==> src/rtl/pft_pkg.sv <==
`default_nettype none

package pft_pkg;

  // Table geometry
  localparam int FRAMES     = 128;
  localparam int OWNER_BITS = 8;
  localparam int PAGE_BITS  = 10;
  localparam int NEED_W     = 8;
  localparam int IDX_W      = $clog2(FRAMES);
  localparam int CNT_W      = $clog2(FRAMES + 1);

  // Request operation codes
  typedef enum logic [1:0] {
    OP_LOOKUP = 2'd0,
    OP_ALLOC  = 2'd1,
    OP_FREE   = 2'd2,
    OP_TEST   = 2'd3
  } pft_op_t;

  // One request transaction
  typedef struct packed {
    pft_op_t               operation;
    logic [OWNER_BITS-1:0] owner_id;
    logic [PAGE_BITS-1:0]  page_number;
    logic [NEED_W-1:0]     need_count;
  } pft_in_t;

  // One result transaction
  typedef struct packed {
    logic             hit;
    logic [IDX_W-1:0] frame_index;
    logic [CNT_W-1:0] tally;
  } pft_out_t;

  // Scan token handed from cell to cell
  typedef struct packed {
    logic             act;
    logic             found;
    logic [IDX_W-1:0] idx;
    logic [CNT_W-1:0] tally;
  } pft_carry_t;

endpackage

`default_nettype wire

==> src/rtl/pft_cell.sv <==
`default_nettype none

// One frame of the table. The scan token is registered here on its way to the
// next frame; the frame applies the request when the token is active.
module pft_cell (
  input  wire logic                   clk,
  input  wire logic                   rst_n,
  input  wire logic [pft_pkg::IDX_W-1:0] cell_idx,
  input  wire pft_pkg::pft_in_t       req,
  input  wire pft_pkg::pft_carry_t    carry_in,
  output pft_pkg::pft_carry_t         carry_out
);

  logic                           valid_r, valid_nxt;
  logic [pft_pkg::OWNER_BITS-1:0] owner_r;
  logic [pft_pkg::PAGE_BITS-1:0]  page_r;
  logic                           wr_en;
  logic                           owner_match;
  logic                           page_match;
  pft_pkg::pft_carry_t            carry_r, carry_nxt;

  assign owner_match = valid_r && (owner_r == req.owner_id);
  assign page_match  = owner_match && (page_r == req.page_number);

  // Apply the request to this frame and update the token
  always_comb begin
    carry_nxt = carry_in;
    valid_nxt = valid_r;
    wr_en     = 1'b0;
    if (carry_in.act) begin
      case (req.operation)
        pft_pkg::OP_LOOKUP: begin
          if (page_match && !carry_in.found) begin
            carry_nxt.found = 1'b1;
            carry_nxt.idx   = cell_idx;
          end
          if (!valid_r) carry_nxt.tally = carry_in.tally + pft_pkg::CNT_W'(1);
        end
        pft_pkg::OP_ALLOC: begin
          if (!valid_r && !carry_in.found) begin
            // lowest free frame claims the request
            valid_nxt       = 1'b1;
            wr_en           = 1'b1;
            carry_nxt.found = 1'b1;
            carry_nxt.idx   = cell_idx;
          end else if (!valid_r) begin
            carry_nxt.tally = carry_in.tally + pft_pkg::CNT_W'(1);
          end
        end
        pft_pkg::OP_FREE: begin
          if (owner_match) begin
            valid_nxt       = 1'b0;
            carry_nxt.tally = carry_in.tally + pft_pkg::CNT_W'(1);
          end
        end
        pft_pkg::OP_TEST: begin
          if (!valid_r) carry_nxt.tally = carry_in.tally + pft_pkg::CNT_W'(1);
        end
        default: begin
          carry_nxt = carry_in;
        end
      endcase
    end
  end

  // Control state and token register
  always_ff @(posedge clk) begin
    if (!rst_n) begin
      valid_r <= 1'b0;
      carry_r <= '0;
    end else begin
      valid_r <= valid_nxt;
      carry_r <= carry_nxt;
    end
  end

  // Frame contents
  always_ff @(posedge clk) begin
    if (wr_en) begin
      owner_r <= req.owner_id;
      page_r  <= req.page_number;
    end
  end

  assign carry_out = carry_r;

endmodule

`default_nettype wire

==> config.mk <==
export PLATFORM = sky130hd
export DESIGN_NAME = pft_cell
export DESIGN_NICKNAME = d
export VERILOG_FILES = /design/src/rtl/pft_pkg.sv /design/src/rtl/pft_cell.sv
export SDC_FILE = /design/constraint.sdc
export NUM_CORES = 1
export LEC_CHECK = 0
export ABC_AREA = 1
export BUFFER_PORTS_ARGS = -buffer_cell sky130_fd_sc_hd__buf_2
export CORE_UTILIZATION = 30
export CTS_BUF_LIST = sky130_fd_sc_hd__clkbuf_16
export DETAILED_ROUTE_END_ITERATION = 6
export HOLD_SLACK_MARGIN = 0.03
export PLACE_DENSITY_LB_ADDON = 0.25
export SLEW_MARGIN = 40
export SYNTH_ARGS = -nofsm -noshare
export SYNTH_HDL_FRONTEND = slang
export SYNTH_SLANG_ARGS = --single-unit
==> constraint.sdc <==
create_clock -name clk -period 1.8 [get_ports clk]
set_input_delay 0.09 -clock clk [delete_from_list [all_inputs] [get_ports clk]]
set_output_delay 0.09 -clock clk [all_outputs]
set_load 0.01 [all_outputs]
## Word-level counts from Yosys, hierarchy flattened

Cells that the tools add are included.

| storage, ports and cells | value |
|---|---|
| bits in registers | 36 |
| bits of input ports | 54 |
| output and inout bits | 17 |
| word-level logic and storage cells | 39 |

| operators by class | value |
|---|---|
| $add $sub $neg | 1 |
| eq/ne operators | 7 |
| mux-type cells | 14 |
| reductions and logical operators | 10 |

Operators with widths:

| kind | count |
|---|---|
| $mux W8 | 5 |
| $pmux W8 S3 | 1 |
| $mux W17 | 1 |
| $pmux W8 S2 | 1 |
| $eq A10 B10 Y1 | 1 |
| $add A8 B1 Y8 const B | 1 |
| $eq A8 B8 Y1 | 1 |
| $mux W1 | 5 |
| $eq A2 B2 Y1 const B | 2 |
| $logic_and A1 B1 Y1 | 4 |
| $ne A2 B2 Y1 const B | 2 |
| $reduce_and A4 Y1 | 1 |
| $eq A2 B1 Y1 const B | 1 |
| $logic_not A1 Y1 | 2 |
| $logic_not A2 Y1 | 1 |
| $pmux W1 S2 | 1 |
| $reduce_bool A2 Y1 | 1 |
| $reduce_or A2 Y1 | 1 |

## Logic depth before layout (Yosys ltp)

| depth | value |
|---|---|
| depth in word-level cells | 7 |
| mapped depth | 12 |
| gate-level depth less buffers | 12 |

## Worst setup path before layout

Ideal clock, no wire load.

| timing path | value |
|---|---|
| kind | flip-flop to flip-flop |
| from | register valid_r |
| to | register owner_r[0] (netlist bit) (enable) |
| setup time | 394 ps |
| data arrival time | 1507 ps |
| data required time | 1406 ps |
| slack | -101 ps |
| stages on the path, launching flop included | 5 |
| path buffers | 1 |
| clock period less this slack | 1901 ps |
| path through | dfxtp_1 buf_4 nor2_1 nand2_1 nor2_1 |

| between the ends | value |
|---|---|
| cells in the longest elaborated chain, start to end | 5 |

RTL lines:

| item | line | RTL |
|---|---|---|
| from (decl) | pft_cell.sv:14 | `logic valid_r, valid_nxt;` |
| from (signal assigned) | pft_cell.sv:72 | `valid_r <= valid_nxt;` |
| $logic_not A1 Y1 | -- |  |
| $logic_and A1 B1 Y1 | pft_cell.sv:40 | `if (!valid_r && !carry_in.found) begin` |
| $mux W1 | pft_cell.sv:40 |  |
| $mux W1 | pft_cell.sv:31 | `case (req.operation)` |
| $mux W1 | pft_cell.sv:30 | `if (carry_in.act) begin` |
| net wr_en | pft_cell.sv:17 | `logic wr_en;` |
| to (signal assigned) | pft_cell.sv:80 | `owner_r <= req.owner_id;` |
| to (decl) | pft_cell.sv:15 | `logic [pft_pkg::OWNER_BITS-1:0] owner_r;` |

The timed path passes the listed nets, and every way through them passes these cells.
A chain may end at the register's enable or synchronous reset.

## Worst setup path in the final report

| timing path | value |
|---|---|
| from | input port req[22] (netlist bit) |
| to | register carry_r, in the netlist carry_out[14] |

| between the ends | value |
|---|---|
| cells in the longest elaborated chain, start to end | 7 |

RTL lines:

| item | line | RTL |
|---|---|---|
| from (decl) | pft_cell.sv:9 | `input wire pft_pkg::pft_in_t req,` |
| $eq A8 B8 Y1 | pft_cell.sv:22 | `assign owner_match = valid_r && (owner_r == req.owner_id);` |
| $logic_and A1 B1 Y1 | pft_cell.sv:22 |  |
| $logic_and A1 B1 Y1 | pft_cell.sv:23 | `assign page_match = owner_match && (page_r == req.page_number);` |
| $logic_and A1 B1 Y1 | pft_cell.sv:33 | `if (page_match && !carry_in.found) begin` |
| $mux W8 | pft_cell.sv:33 |  |
| $pmux W8 S2 | pft_cell.sv:31 |  |
| $mux W17 | pft_cell.sv:30 |  |
| to (signal assigned) | pft_cell.sv:73 | `carry_r <= carry_nxt;` |
| to (decl) | pft_cell.sv:20 | `pft_pkg::pft_carry_t carry_r, carry_nxt;` |

No other way between the ends.

==> results.md <==
* Routed Antenna Nets at 0
* Final min period at 1.68 ns
* Port bufs at 62
* Drt initial violations at 71
* DR vias/cell at 4.60
* HP Class: in -> reg
* Post-Route M1 WL at 2.99 mm
* Final Max Tran Viols at 0
* Initial antenna violation count at 0
* Final setup TNS at 0 ns
* Final total power at 2.29 mW
* Post-DP HPWL at 4.39 mm
* Routed Wire Length at 6.08 mm
* CTS max path bufs at 2
* Post-synthesis sequential area ratio at 0.391
* R2R Path End: carry_out[14]
* Final hold violation count at 0
* Skew final at 0.00335 ns
* Layout cells sized above 1 at 0.210
* Arr. time, crit path at 1.85 ns
* Synthesis-to-layout area growth at 38.3%
* WHS Path Cells at 3
* FMAX at 595 MHz
* Post-route DRC at 0
* Avg WL per Cell at 11.8 um
* RR Startpoint: valid_r
* Max IR drop VDD at 0.288 mV
* Synthesized netlist net count at 386
* Crit. Startpoint: req[22]
* Pin count of the biggest net entering global routing at 20
* Worst R2R Path Depth at 10
* Count leader, synth: nand2_1
* Syn_area_per_cell at 7.02 sq um
* Die width at 89.6 um
* Met2 WL post-DR at 2.77 mm
* Leading cell types by count after synthesis: nand2_1, inv_1, nor2_1, dfxtp_1, edfxtp_1
* Total gr overflow at 0
* Vias in the first global route at 2082
* Slew headroom at 0.690
* Die H at 89.6 um
* Yosys warnings at 0
* Leakage at 1.62 nW
* First-pass iteration count of the detailed router at 4
* Post-synthesis sequential element count at 36
* Hold endpoint: carry_out[13]
* Post-synth cell types at 31
* Kind of critical path: in -> reg
* Clk_lat worst skew at 0.28 ns
* Setup-failing EPs final at 0
* Pwr dens at 718 nW/um^2
* FF-to-FF setup slack at 0.14 ns
* Post-synth EDFFs at 18
* First-pass GRT wire length at 9.46 mm
* Final std cells w/o fill at 514
* # fillers at 773
* Num rows at 31
* Worst Tran Pin Value at 0.465 ns
* Total clock sinks at 36
* Cells after synthesis at 328
* Synth Flop Type: edfxtp_1
* Met3 WL post-DR at 273 um
* Post-Syn Area at 2300 sq um
* Top sig layer: met4
* RSZ-0062 raised after global routing: yes
* Gpl congestion at 0.841
* Post-synth top area share at 0.235
* GRT Util Overall at 0.154
* CTS H-tree lvls at 2
* Top post-synthesis cells by area: edfxtp_1, dfxtp_1, nand2_1, inv_1, nor2_1
* Via count at 2362
* DP Cell Count at 489
* Crit end category: flip-flop
* Fin nets at 472
* Hold path startpoint: carry_in[13]
* Root buffer cell: clkbuf_16
* Antenna Cells at 0
* Asr flop ratio synth at 0
* Crit path launch type: input pin
* Core footprint at 7330 sq um
* CTS tree: done
* CTS clk-pin slew, worst paths at 0.06 ns
* CTS buffer count at 5
* Final Cycle Share at 0.934
* Max_cap viols at 0
* Area leader, netlist: edfxtp_1
* IO Pins at 71
* Die area at 8030 sq um
* Initial Utilization at 0.314
* Status: completed
* CP Data Required Time at 1.97 ns
* CP Max Fanout at 7
-- worst max path at each step --
| stage | end | slack (ns) | depth (start not counted) |
|---|---|---|---|
| 2_1_floorplan | owner_r[0] | 0.20 | 4 |
| 3_3_place_gp | carry_out[1] | 0.15 | 10 |
| 3_5_place_dp | carry_out[1] | 0.11 | 10 |
| 4_1_cts | carry_out[1] | 0.03 | 11 |
| 5_1_grt | carry_out[11] | -0.03 | 13 |
| 6_report | carry_out[14] | 0.12 | 11 |
-- cell type report --
class	count	area, sq um	share of cell area
flip-flops and latches	36	901	0.283
clock buffers	5	125	0.0393
well taps	99	124	0.0389
inverters	59	221	0.0695
multi-input cells	224	1160	0.364
clock inverters	3	42.5	0.0134
repair buffers	88	611	0.192
-- metrics by stage --
step           instance area (sq um)   util  worst slack [ns]  hold slack [ns]
5_1_grt                         3180  0.434           -0.0305           0.0604
3_3_place_gp                    2770  0.378             0.148            0.284
3_5_place_dp                    2770  0.378             0.114            0.287
4_1_cts                         3130  0.426            0.0267           0.0356
6_report                        3180  0.434             0.118           0.0439
2_1_floorplan                   2300      -             0.198            0.189
-- metal layers --
| metal | vias to the layer above | global-route usage |
|---|---|---|
| met5 | - | 0 |
| met4 | 0 | 0.0447 |
| met3 | 4 | 0.0366 |
| met2 | 58 | 0.238 |
| met1 | 1074 | 0.212 |
| li1 | 1226 | - |
-- report_power, final --
| part | switching, mW | internal, mW | leakage (nW) |
|---|---|---|---|
| registers | 0.0106 | 0.900 | 0.313 |
| logic | 0.219 | 0.167 | 1.23 |
| clock network | 0.340 | 0.650 | 0.0798 |
| total | 0.569 | 1.72 | 1.62 |
-- kinds of logic (layout without fill, tap and decap cells) --
family,Yosys count,after routing,share of synthesized area
AO/OA/AOI/OAI,58,58,0.148
flip-flops,36,36,0.391
XOR/XNOR,9,9,0.0342
AND/OR/NAND/NOR,153,153,0.286
adder cells (fa/ha/maj),4,4,0.0217
buffers and inverters,68,155,0.118
-- sequential cells by signal, summed over array words and instances, names as in the netlist --
name       count
valid_r        1
owner_r        8
carry_out     17
page_r        10
-- layout by cell type (no fill, tap or decap), types with 3 or more instances in the layout --
master	Yosys	routed
dlymetal6s4s_1	0	3
nand4_1	7	7
nor2_1	26	25
o21ai_1	8	8
buf_4	4	10
clkbuf_16	0	5
a22oi_1	8	8
dlygate4sd3_1	0	16
o21ai_0	16	16
dfxtp_1	18	18
a21oi_1	14	14
o211ai_1	8	8
xor2_1	7	7
edfxtp_1	18	18
buf_2	0	55
ha_1	4	4
nand2_1	95	95
nand3_1	16	15
inv_1	57	57
-- repair_timing --
action	4_1_cts	5_1_grt
setup buffers	0	5
endpoints found under the hold margin	19	0
hold buffers	19	0
resized for setup	0	9
setup endpoints to repair	0	13
-- worst max-delay path: stages --
cell and delay, ns:
dlygate4sd3_1 0.54, buf_2 0.14, xnor2_2 0.22, nand3b_4 0.11, nor2_4 0.22, buf_6 0.17
nand4_1 0.09, nand3_1 0.09, nand2_1 0.05, nand2_1 0.05, nand2_1 0.07
(Power assumes the default switching activity.)
